[config.mk]
export PLATFORM = sky130hd
export DESIGN_NAME = tcc_ctrl
export DESIGN_NICKNAME = d
export VERILOG_FILES = /design/src/hw/rtl/tcc_pkg.sv /design/src/hw/rtl/tcc_ctrl.sv
export SDC_FILE = /design/constraint.sdc
export NUM_CORES = 1
export LEC_CHECK = 0
export ABC_CLOCK_PERIOD_IN_PS = 2500
export BUFFER_PORTS_ARGS = -buffer_cell sky130_fd_sc_hd__buf_4
export CORE_AREA = 2 2 39 41
export CTS_BUF_LIST = sky130_fd_sc_hd__clkbuf_4
export CTS_CLUSTER_SIZE = 25
export DETAILED_ROUTE_END_ITERATION = 8
export DIE_AREA = 0 0 41 43
export MAX_ROUTING_LAYER = met4
export PLACE_DENSITY = 0.74
export SLEW_MARGIN = 20
export SYNTH_ARGS = -nofsm -noshare
export SYNTH_HDL_FRONTEND = slang
export SYNTH_SLANG_ARGS = --single-unit
[constraint.sdc]
create_clock -name clk -period 2.5 [get_ports clk]
set_input_delay 0.25 -clock clk [delete_from_list [all_inputs] [get_ports clk]]
set_output_delay 0.25 -clock clk [all_outputs]
set_load 0.02 [all_outputs]
[src/hw/rtl/tcc_pkg.sv]
// Shared types and constants of the text console cursor engine.
`timescale 1ns / 1ps

package tcc_pkg;

	// Screen geometry limits and the size of the character store.
	localparam int MAX_COLS   = 80;
	localparam int MAX_ROWS   = 25;
	localparam int CELL_COUNT = MAX_COLS * MAX_ROWS;

	// Field widths.
	localparam int COL_W    = 7;
	localparam int ROW_W    = 5;
	localparam int REQROW_W = 6;
	localparam int IDX_W    = 11;
	localparam int TAB_W    = 5;
	localparam int CFG_W    = 7;
	localparam int CFGIDX_W = 2;
	localparam int PROD_W   = COL_W + ROW_W;

	// Register reset values.
	localparam logic [COL_W-1:0] WIDTH_RESET  = COL_W'(MAX_COLS);
	localparam logic [ROW_W-1:0] HEIGHT_RESET = ROW_W'(MAX_ROWS);
	localparam logic [TAB_W-1:0] TAB_RESET    = TAB_W'(8);

	// Register indexes of the configuration port.
	localparam logic [CFGIDX_W-1:0] REG_SCREEN_WIDTH  = 2'd0;
	localparam logic [CFGIDX_W-1:0] REG_SCREEN_HEIGHT = 2'd1;
	localparam logic [CFGIDX_W-1:0] REG_TAB_SIZE      = 2'd2;

	// Character codes.
	localparam logic [7:0] CH_TAB      = 8'd9;
	localparam logic [7:0] CH_LF       = 8'd10;
	localparam logic [7:0] CH_CR       = 8'd13;
	localparam logic [7:0] PRINT_LO    = 8'd32;
	localparam logic [7:0] PRINT_HI    = 8'd127;
	localparam logic [7:0] BLANK_CHAR  = 8'd32;
	localparam logic [7:0] BLANK_COLOUR = 8'd2;

	// The remainder unit retires one dividend bit per cycle.
	localparam int TAB_STEPS = COL_W;
	localparam int TCNT_W    = $clog2(TAB_STEPS);

	typedef enum logic [1:0] {
		ACT_PUT   = 2'd0,
		ACT_CLEAR = 2'd1,
		ACT_SET   = 2'd2,
		ACT_READ  = 2'd3
	} action_t;

	typedef enum logic [3:0] {
		S_INIT,
		S_IDLE,
		S_PUT,
		S_TAB,
		S_TAB_FIX,
		S_SETTLE,
		S_SCROLL,
		S_CLEAR,
		S_SET,
		S_READ,
		S_FINISH
	} state_t;

	// Commands from the controller to the datapath.
	typedef struct packed {
		logic accept;
		logic put_print;
		logic put_lf;
		logic put_cr;
		logic tab_start;
		logic tab_step;
		logic tab_apply;
		logic settle;
		logic set_cursor;
		logic home;
		logic sweep;
		logic sweep_copy;
		logic sweep_all;
		logic read_issue;
		logic out_load;
	} cmd_t;

	// Status from the datapath to the controller.
	typedef struct packed {
		logic is_print;
		logic is_lf;
		logic is_cr;
		logic is_tab;
		logic tab_last;
		logic need_scroll;
		logic sweep_last;
		logic out_free;
	} stat_t;

endpackage

[src/hw/rtl/tcc_ctrl.sv]
// Controller state machine of the text console cursor engine.
`timescale 1ns / 1ps

module tcc_ctrl (
	input  logic                 clk,
	input  logic                 arst_n,
	input  logic                 req_valid,
	output logic                 req_ready,
	input  logic [1:0]           action,
	input  tcc_pkg::stat_t       stat,
	output tcc_pkg::cmd_t        cmd
);
	import tcc_pkg::*;

	state_t state_q;
	state_t state_nxt;

	always_ff @(posedge clk or negedge arst_n) begin
		if (!arst_n) begin
			state_q <= S_INIT;
		end else begin
			state_q <= state_nxt;
		end
	end

	always_comb begin
		state_nxt = state_q;
		cmd       = '0;
		req_ready = 1'b0;
		case (state_q)
			S_INIT: begin
				cmd.sweep     = 1'b1;
				cmd.sweep_all = 1'b1;
				if (stat.sweep_last) begin
					state_nxt = S_IDLE;
				end
			end
			S_IDLE: begin
				req_ready = 1'b1;
				if (req_valid) begin
					cmd.accept = 1'b1;
					case (action_t'(action))
						ACT_PUT:   state_nxt = S_PUT;
						ACT_CLEAR: state_nxt = S_CLEAR;
						ACT_SET:   state_nxt = S_SET;
						ACT_READ:  state_nxt = S_READ;
						default:   state_nxt = S_IDLE;
					endcase
				end
			end
			S_PUT: begin
				if (stat.is_print) begin
					cmd.put_print = 1'b1;
					state_nxt     = S_SETTLE;
				end else if (stat.is_lf) begin
					cmd.put_lf = 1'b1;
					state_nxt  = S_SETTLE;
				end else if (stat.is_cr) begin
					cmd.put_cr = 1'b1;
					state_nxt  = S_FINISH;
				end else if (stat.is_tab) begin
					cmd.tab_start = 1'b1;
					state_nxt     = S_TAB;
				end else begin
					state_nxt = S_FINISH;
				end
			end
			S_TAB: begin
				cmd.tab_step = 1'b1;
				if (stat.tab_last) begin
					state_nxt = S_TAB_FIX;
				end
			end
			S_TAB_FIX: begin
				cmd.tab_apply = 1'b1;
				state_nxt     = S_SETTLE;
			end
			S_SETTLE: begin
				cmd.settle = 1'b1;
				state_nxt  = stat.need_scroll ? S_SCROLL : S_FINISH;
			end
			S_SCROLL: begin
				cmd.sweep      = 1'b1;
				cmd.sweep_copy = 1'b1;
				if (stat.sweep_last) begin
					state_nxt = S_FINISH;
				end
			end
			S_CLEAR: begin
				cmd.sweep = 1'b1;
				cmd.home  = 1'b1;
				if (stat.sweep_last) begin
					state_nxt = S_FINISH;
				end
			end
			S_SET: begin
				cmd.set_cursor = 1'b1;
				state_nxt      = S_FINISH;
			end
			S_READ: begin
				cmd.read_issue = 1'b1;
				state_nxt      = S_FINISH;
			end
			S_FINISH: begin
				if (stat.out_free) begin
					cmd.out_load = 1'b1;
					state_nxt    = S_IDLE;
				end
			end
			default: begin
				state_nxt = S_IDLE;
			end
		endcase
	end

endmodule

After elaboration in Yosys (flattened, before gate mapping)
Index checks and enable logic that the tools add are counted.
Widths: inputs -> output; s select.
{"block": "totals", "register_bits": 4, "latch_bits": 0, "ramBits": 0, "rom_bits": 0, "inputBits": 13, "output_inout_bits": 16, "word_cells": 59, "memories": 0}
{"block": "classes", "addsub": 0, "n_mul": 0, "div_mod_pow": 0, "n_lt_le_gt_ge": 0, "n_eq_ne": 18, "shifts": 0, "n_mux": 34, "bitwise": 0, "n_reduce_logical": 6}
{"op": "$mux 4", "count": 11}
{"op": "$pmux 4 s9", "count": 1}
{"op": "$mux 1", "count": 19}
{"op": "$eq 4x3->1 const B", "count": 4}
{"op": "$pmux 4 s4", "count": 1}
{"op": "$eq 4x4->1 const B", "count": 3}
{"op": "$eq 4x2->1 const B", "count": 2}
{"op": "$ne 2x2->1 const B", "count": 4}
{"op": "$reduce_and 5->1", "count": 1}
{"op": "$eq 2x2->1 const B", "count": 2}
{"op": "$eq 4x1->1 const B", "count": 1}
{"op": "$logic_not 4->1", "count": 1}
{"op": "$reduce_or 2->1", "count": 2}
{"op": "$mux 3", "count": 1}
{"op": "$reduce_or 3->1", "count": 1}
{"op": "$eq 2x1->1 const B", "count": 1}
{"op": "$logic_not 2->1", "count": 1}
{"op": "$mux 2", "count": 1}
{"op": "$ne 2x1->1 const B", "count": 1}

Logic depth before layout (Yosys ltp)
Gate-level depths: netlist of the first run.
{"block": "depth", "word_depth": 5, "depth_mapped": 6, "mapped_depth_nobuf": 4}

Least setup slack after synthesis of the first run
Ideal clock, no wire load.
{"block": "synth_timing", "kind": "register to output", "from": "register state_q[1]", "to": "output cmd[14] (netlist name)", "arrival_ns": 1.517, "required_time_ns": 2.250, "setup_slack_ns": 0.733, "path_stages_with_launch": 5, "path_cell_list": "dfrtp_1 -> buf_6 -> nand2b_1 -> nor3_1 -> and2_1"}
{"item": "from (decl)", "line": "tcc_ctrl.sv:15", "source": "state_t state_q;"}
{"item": "from (signal assigned)", "line": "tcc_ctrl.sv:22", "source": "state_q <= state_nxt;"}
{"item": "to (decl)", "line": "tcc_ctrl.sv:11", "source": "output tcc_pkg::cmd_t cmd"}

==> impl_metrics.csv, run 1 <==
group,metric,value,unit
cells_and_area,instances_no_fill,112,
timing,rsz0062_at_grt,"false",
clock_tree,numCtsBuffers,3,
cells_and_area,drive_gt1_share,37.5,%
clock_tree,htreeDepth,1,
synthesis,synth_cells,69,
detailed_routing,wl_per_cell,12.0,microns
cells_and_area,largest_register_ff_count,4,
global_routing,grt_pass1_vias,529,
setup_path,cp.required,2250,ps
floorplan,fp.dieW,41,microns
floorplan,start_util,36.5,%
floorplan,core_area,1380,sq um
power,peakVddDrop,0.480,mV
cells_and_area,fin_nets,111,
place,port_buffers,28,
setup_path,reg2reg_slack,790,ps
floorplan,die-area,1760,sq um
cells_and_area,regMostFlops,"state_q",
detailed_routing,via_per_inst,5.35,
timing,finalSetupViolations,0,
job,max_cap_viol_count,0,
place,hpwl,1.01,mm
timing,relSlewSlack,66.0,%
setup_path,crit_type,"reg2out",
synthesis,synth-xor-area-share,0,%
hold_path,hp-class,"in2reg",
timing,finalCritPeriodShare,77.7,%
power,leakagePower,0.353,nW
synthesis,ys_seq_area_share,19.8,%
cells_and_area,areaGrowthSynthToFinish,45.5,%
setup_path,worst-path-max-fanout,17,
detailed_routing,dr.pass1.iters,4,
clock_tree,cts_buffer_depth,2,
floorplan,rows,14,
synthesis,muxShareOfSynthArea,1.98,%
synthesis,ys.flop_type,"dfrtp_1",
clock_tree,cts.repair.resized,0,
global_routing,grt_max_degree,18,
place,gp_congestion,0.820,
synthesis,synth_fa_ha_area_share,0,%
detailed_routing,drtAntennaViolNets,0,
setup_path,reg2reg_from,"state_q[1]",
setup_path,r2r_cells,4,
setup_path,r2r_end,"state_q[1]",
synthesis,yosysWarnings,0,
detailed_routing,drt_iter0_markers,7,
synthesis,synth_async_sr_flop_share,100,%
synthesis,synthSimpleGateAreaFrac,39.9,%
setup_path,end_kind,"primary output",
place,dp_slack,804,ps
global_routing,overflow,0,
cells_and_area,antennaDiodeCount,0,
floorplan,dieHeight,43,microns
synthesis,syn_nets,82,
synthesis,synth_compound_area_share,27.5,%
synthesis,synth_top_family_by_area,"simple AND/OR/NAND/NOR gates",
hold_path,hold_end,"state_q[3]",
clock_tree,clk_pin_slew,40,ps
synthesis,synth.distinct_cells,35,
timing,hold_viol,0,
synthesis,ys_seq_elements,4,
timing,worst_slack,557,ps
clock_tree,cts-root-buf,"clkbuf_4",
synthesis,syn-cell-area,505,sq um
detailed_routing,num_vias,599,
place,dp_cells,108,
cells_and_area,largestRegisters,"state_q: 4 flops",
timing,max_freq,0.515,GHz
timing,post-route-min-period,1940,ps
timing,clock_skew,7.96,ps
setup_path,critPathArrivalTime,1690,ps
setup_path,cp-start-kind,"register",
synthesis,syn_area_per_cell,7.33,sq um
global_routing,grtUsageTotal,18.5,%
power,total_power,0.778,mW
clock_tree,cts_sinks,4,
timing,drv_slew,0,
synthesis,synth_edf_count,0,
timing,worstMarginPinSlew,509,ps
global_routing,grt_first_pass_wirelength,2.16,mm
global_routing,antenna_found_initial,0,
hold_path,worstHoldStart,"stat[0]",
timing,whs,280,ps
detailed_routing,wl,1.35,mm
floorplan,pin_count,29,
clock_tree,clock_latency,240,ps
clock_tree,cts_tree,"yes",
detailed_routing,remaining_drc_errors,0,
hold_path,whs_path_depth,4,
run_status,status,"completed",
power,p_per_area,1060,nW/um^2
timing,fin_tns_setup,0,ps
## cell usage in the layout, fill, tap and decap left out, drive strengths merged, types with 2 or more instances in the layout
cell type | Yosys | routed
a21oi | 3 | 3
and2 | 2 | 2
buf | 4 | 28
clkbuf | 1 | 3
dfrtp | 4 | 4
inv | 6 | 6
nand2 | 3 | 3
nand2b | 4 | 4
nand3 | 2 | 2
nor2 | 6 | 6
nor2b | 5 | 5
nor3 | 5 | 5
o21ai | 5 | 5
o31ai | 2 | 2
## power by group
group / switching [mW] / internal (mW) / total, mW
logic: 0.260 / 0.242 / 0.502
registers: 0.102 / 0.0921 / 0.194
clock network: 0.0290 / 0.0538 / 0.0829
## cell families (layout without fill, tap and decap cells)
family,Yosys count,count (layout)
buffers and inverters,11,38
multiplexers,1,1
flip-flops,4,4
AND/OR/NAND/NOR,34,34
AO/OA/AOI/OAI,19,19
## how the worst max path moves through the flow
stage | startpoint | to | slack, ps
5_1_grt | state_q[0] | cmd[14] | 450
4_1_cts | state_q[0] | cmd[14] | 580
3_5_place_dp | state_q[1] | state_q[0] | 800
3_3_place_gp | state_q[1] | state_q[3] | 870
2_1_floorplan | state_q[1] | cmd[14] | 730
6_report | state_q[0] | cmd[14] | 560
## synth_stat cells (all sizes together) (2+ instances only)
| cell type | count | area (sq um) |
|---|---|---|
| inv | 6 | 22.5 |
| nor2 | 6 | 22.5 |
| nor2b | 5 | 31.3 |
| nor3 | 5 | 25.0 |
| o21ai | 5 | 28.8 |
| buf | 4 | 28.8 |
| dfrtp | 4 | 100 |
| nand2b | 4 | 25.0 |
| a21oi | 3 | 15.0 |
| nand2 | 3 | 11.3 |
| and2 | 2 | 12.5 |
| nand3 | 2 | 10.0 |
| o31ai | 2 | 15.0 |
## per-stage QoR
| step | area [sq um] | util (%) |
|---|---|---|
| floorplan | 505 | - |
| global placement | 703 | 50.8 |
| detailed placement | 703 | 50.8 |
| CTS | 736 | 53.2 |
| global route | 736 | 53.2 |
| finish | 736 | 53.2 |
## final cells by class
cell class                      instances  area [sq um]
Timing Repair Buffer                   29           220
Fill cell                             137           648
Sequential cell                         4           100
Multi-Input combinational cell         54           350
Clock buffer                            3          22.5
Inverter                                6          22.5
Tap cell                               16          20.0
## worst max-delay path, stage by stage (launching register included)
cell and delay [ps]:
dfrtp_1 650, nand2b_1 170, nor3_1 310, and2_1 180, buf_4 130
## metal layers
| metal | wire, microns | vias to the layer above | track usage, % |
|---|---|---|---|
| met5 | 0 | - | - |
| met4 | 24 | 0 | 12.0 |
| met3 | 82 | 3 | 1.57 |
| met2 | 622 | 23 | 27.2 |
| met1 | 617 | 265 | 23.0 |
| li1 | - | 308 | - |
## repair_timing
action,CTS,global route
setup endpoints to repair,0,0
hold buffers,1,0
setup buffers,0,0
hold endpoints to repair,4,0
Note: power is estimated with default switching activity, not from simulation.
==> run 2, diff against run 1 <==
--- a/config.mk
+++ b/config.mk
@@ -5,7 +5,7 @@
 export SDC_FILE = /design/constraint.sdc
 export NUM_CORES = 1
 export LEC_CHECK = 0
-export ABC_CLOCK_PERIOD_IN_PS = 2500
+export ABC_CLOCK_PERIOD_IN_PS = 1600
 export BUFFER_PORTS_ARGS = -buffer_cell sky130_fd_sc_hd__buf_4
 export CORE_AREA = 2 2 39 41
 export CTS_BUF_LIST = sky130_fd_sc_hd__clkbuf_4
@@ -13,7 +13,7 @@
 export DETAILED_ROUTE_END_ITERATION = 8
 export DIE_AREA = 0 0 41 43
 export MAX_ROUTING_LAYER = met4
-export PLACE_DENSITY = 0.74
+export PLACE_DENSITY = 0.77
 export SLEW_MARGIN = 20
 export SYNTH_ARGS = -nofsm -noshare
 export SYNTH_HDL_FRONTEND = slang
==> constraint.sdc (replaced) <==
create_clock -name clk -period 1.6 [get_ports clk]
set_input_delay 0.16 -clock clk [delete_from_list [all_inputs] [get_ports clk]]
set_output_delay 0.16 -clock clk [all_outputs]
set_load 0.02 [all_outputs]
==> run 2 against run 1 <==
Net effect:
- the run now ends with negative setup slack left
- critical path type unchanged
- critical path depth decreased by 1
- combinational power grew 140%
- largest cell class unchanged
- sequential cell count is the same
==> impl_metrics.csv, run 2 (synthesis gave the netlist of run 1 again) <==
group,metric,value,unit
run_status,status,"complete, but fails checks",
run_status,violations,"negative setup slack",
global_routing,grt_first_pass_wirelength,2.53,mm
clock_tree,cts-root-buf,"clkbuf_4",
cells_and_area,final_area,875,sq um
global_routing,antenna_found_initial,0,
detailed_routing,remaining_drc_errors,0,
place,dp_cells,113,
setup_path,cp.required,1440,ps
timing,hold_viol,0,
place,port_buffers,28,
place,gp_congestion,0.866,
hold_path,hold_end,"state_q[3]",
cells_and_area,areaGrowthSynthToFinish,73.0,%
setup_path,r2r_cells,5,
clock_tree,cts_sinks,4,
floorplan,rows,14,
clock_tree,numCtsBuffers,3,
setup_path,r2r_end,"state_q[0]",
cells_and_area,antennaDiodeCount,0,
place,hpwl,1.13,mm
hold_path,hp-class,"in2reg",
timing,finalSetupViolations,2,
global_routing,grt_max_degree,12,
detailed_routing,dr.pass1.iters,4,
setup_path,crit_type,"reg2out",
timing,max_freq,0.607,GHz
timing,worst_slack,-48.2,ps
global_routing,grt_pass1_vias,559,
power,leakagePower,0.413,nW
setup_path,end_kind,"primary output",
detailed_routing,via_per_inst,5.56,
detailed_routing,wl_per_cell,13.1,microns
cells_and_area,fin_nets,121,
setup_path,reg2reg_slack,0,ps
clock_tree,cts_buffer_depth,2,
detailed_routing,drt_iter0_markers,16,
floorplan,fp.dieW,41,microns
floorplan,start_util,36.5,%
hold_path,worstHoldStart,"stat[0]",
floorplan,dieHeight,43,microns
clock_tree,cts_tree,"yes",
power,p_per_area,1780,nW/um^2
cells_and_area,final.fill_count,114,
timing,fin_tns_setup,-50.6,ps
timing,relSlewSlack,74.9,%
setup_path,reg2reg_from,"state_q[3]",
timing,rsz0062_at_grt,"true",
job,max_cap_viol_count,0,
setup_path,critPathArrivalTime,1490,ps
place,dp_slack,66.1,ps
clock_tree,clk_pin_slew,40,ps
floorplan,die-area,1760,sq um
hold_path,whs_path_depth,4,
power,total_power,1.56,mW
place,placed_area,746,sq um
timing,worstMarginPinSlew,377,ps
timing,finalCritPeriodShare,103,%
floorplan,pin_count,29,
setup_path,cp-start-kind,"register",
cells_and_area,regMostFlops,"state_q",
cells_and_area,drive_gt1_share,53.8,%
detailed_routing,drtAntennaViolNets,0,
timing,clock_skew,1.74,ps
cells_and_area,instances_no_fill,122,
setup_path,worst-path-max-fanout,5,
power,peakVddDrop,0.931,mV
cells_and_area,largest_register_ff_count,4,
cells_and_area,most-common-layout-cells,"buf_4 (33), nor2_1 (6), nor2b_1 (5), buf_6 (5), inv_1 (4)",
detailed_routing,num_vias,678,
cells_and_area,final_common_cell,"buf_4",
detailed_routing,wl,1.60,mm
timing,post-route-min-period,1650,ps
floorplan,core_area,1380,sq um
timing,drv_slew,0,
global_routing,overflow,0,
clock_tree,htreeDepth,1,
global_routing,grtUsageTotal,22.2,%
cells_and_area,postLayoutCoreUtil,63.2,%
timing,whs,190,ps
clock_tree,clock_latency,240,ps
cells_and_area,largestRegisters,"state_q: 4 flops",
-- run 2: metal layers --
metal / share of wire (%) / track usage (%)
met5: 0 / -
met4: 1.2 / 10.7
met3: 9.9 / 4.71
met2: 52 / 33.4
met1: 36 / 27.0
-- run 2: report_power, final --
part           leakage (nW)  internal, mW  switching, mW  total, mW
logic                 0.353         0.591          0.610       1.20
registers            0.0470         0.153         0.0734      0.226
clock network        0.0138        0.0844         0.0491      0.133
total                 0.413         0.827          0.733       1.56
-- run 2: worst max-delay path, cell delays in order (launching register included) --
cell and delay [ps]:
dfrtp_2 420, or4_4 580, o21ai_4 100, buf_6 140
-- run 2: area by class of cell --
cell class | count | area, sq um | area share, %
flip-flops and latches | 4 | 104 | 11.9
well taps | 16 | 20.0 | 2.29
repair buffers | 39 | 314 | 35.9
inverters | 6 | 22.5 | 2.58
clock buffers | 3 | 22.5 | 2.58
multi-input cells | 54 | 392 | 44.8
-- run 2: worst max path at each step --
stage | start | to | slack [ps] | depth (start not counted)
6_report | state_q[3] | cmd[4] | -50 | 3
5_1_grt | state_q[3] | cmd[4] | -70 | 3
4_1_cts | state_q[1] | cmd[14] | -40 | 5
3_5_place_dp | state_q[1] | cmd[14] | 70 | 5
3_3_place_gp | state_q[1] | cmd[14] | 90 | 5
2_1_floorplan | state_q[1] | state_q[0] | 80 | 5
-- run 2: timing repair --
item / 4_1_cts / 5_1_grt
hold endpoints to repair: 4 / 0
resized for setup: 13 / 4
hold buffers: 1 / 0
pin swaps: 3 / 3
endpoints found under the setup margin: 3 / 12
buffers inserted: 4 / 1
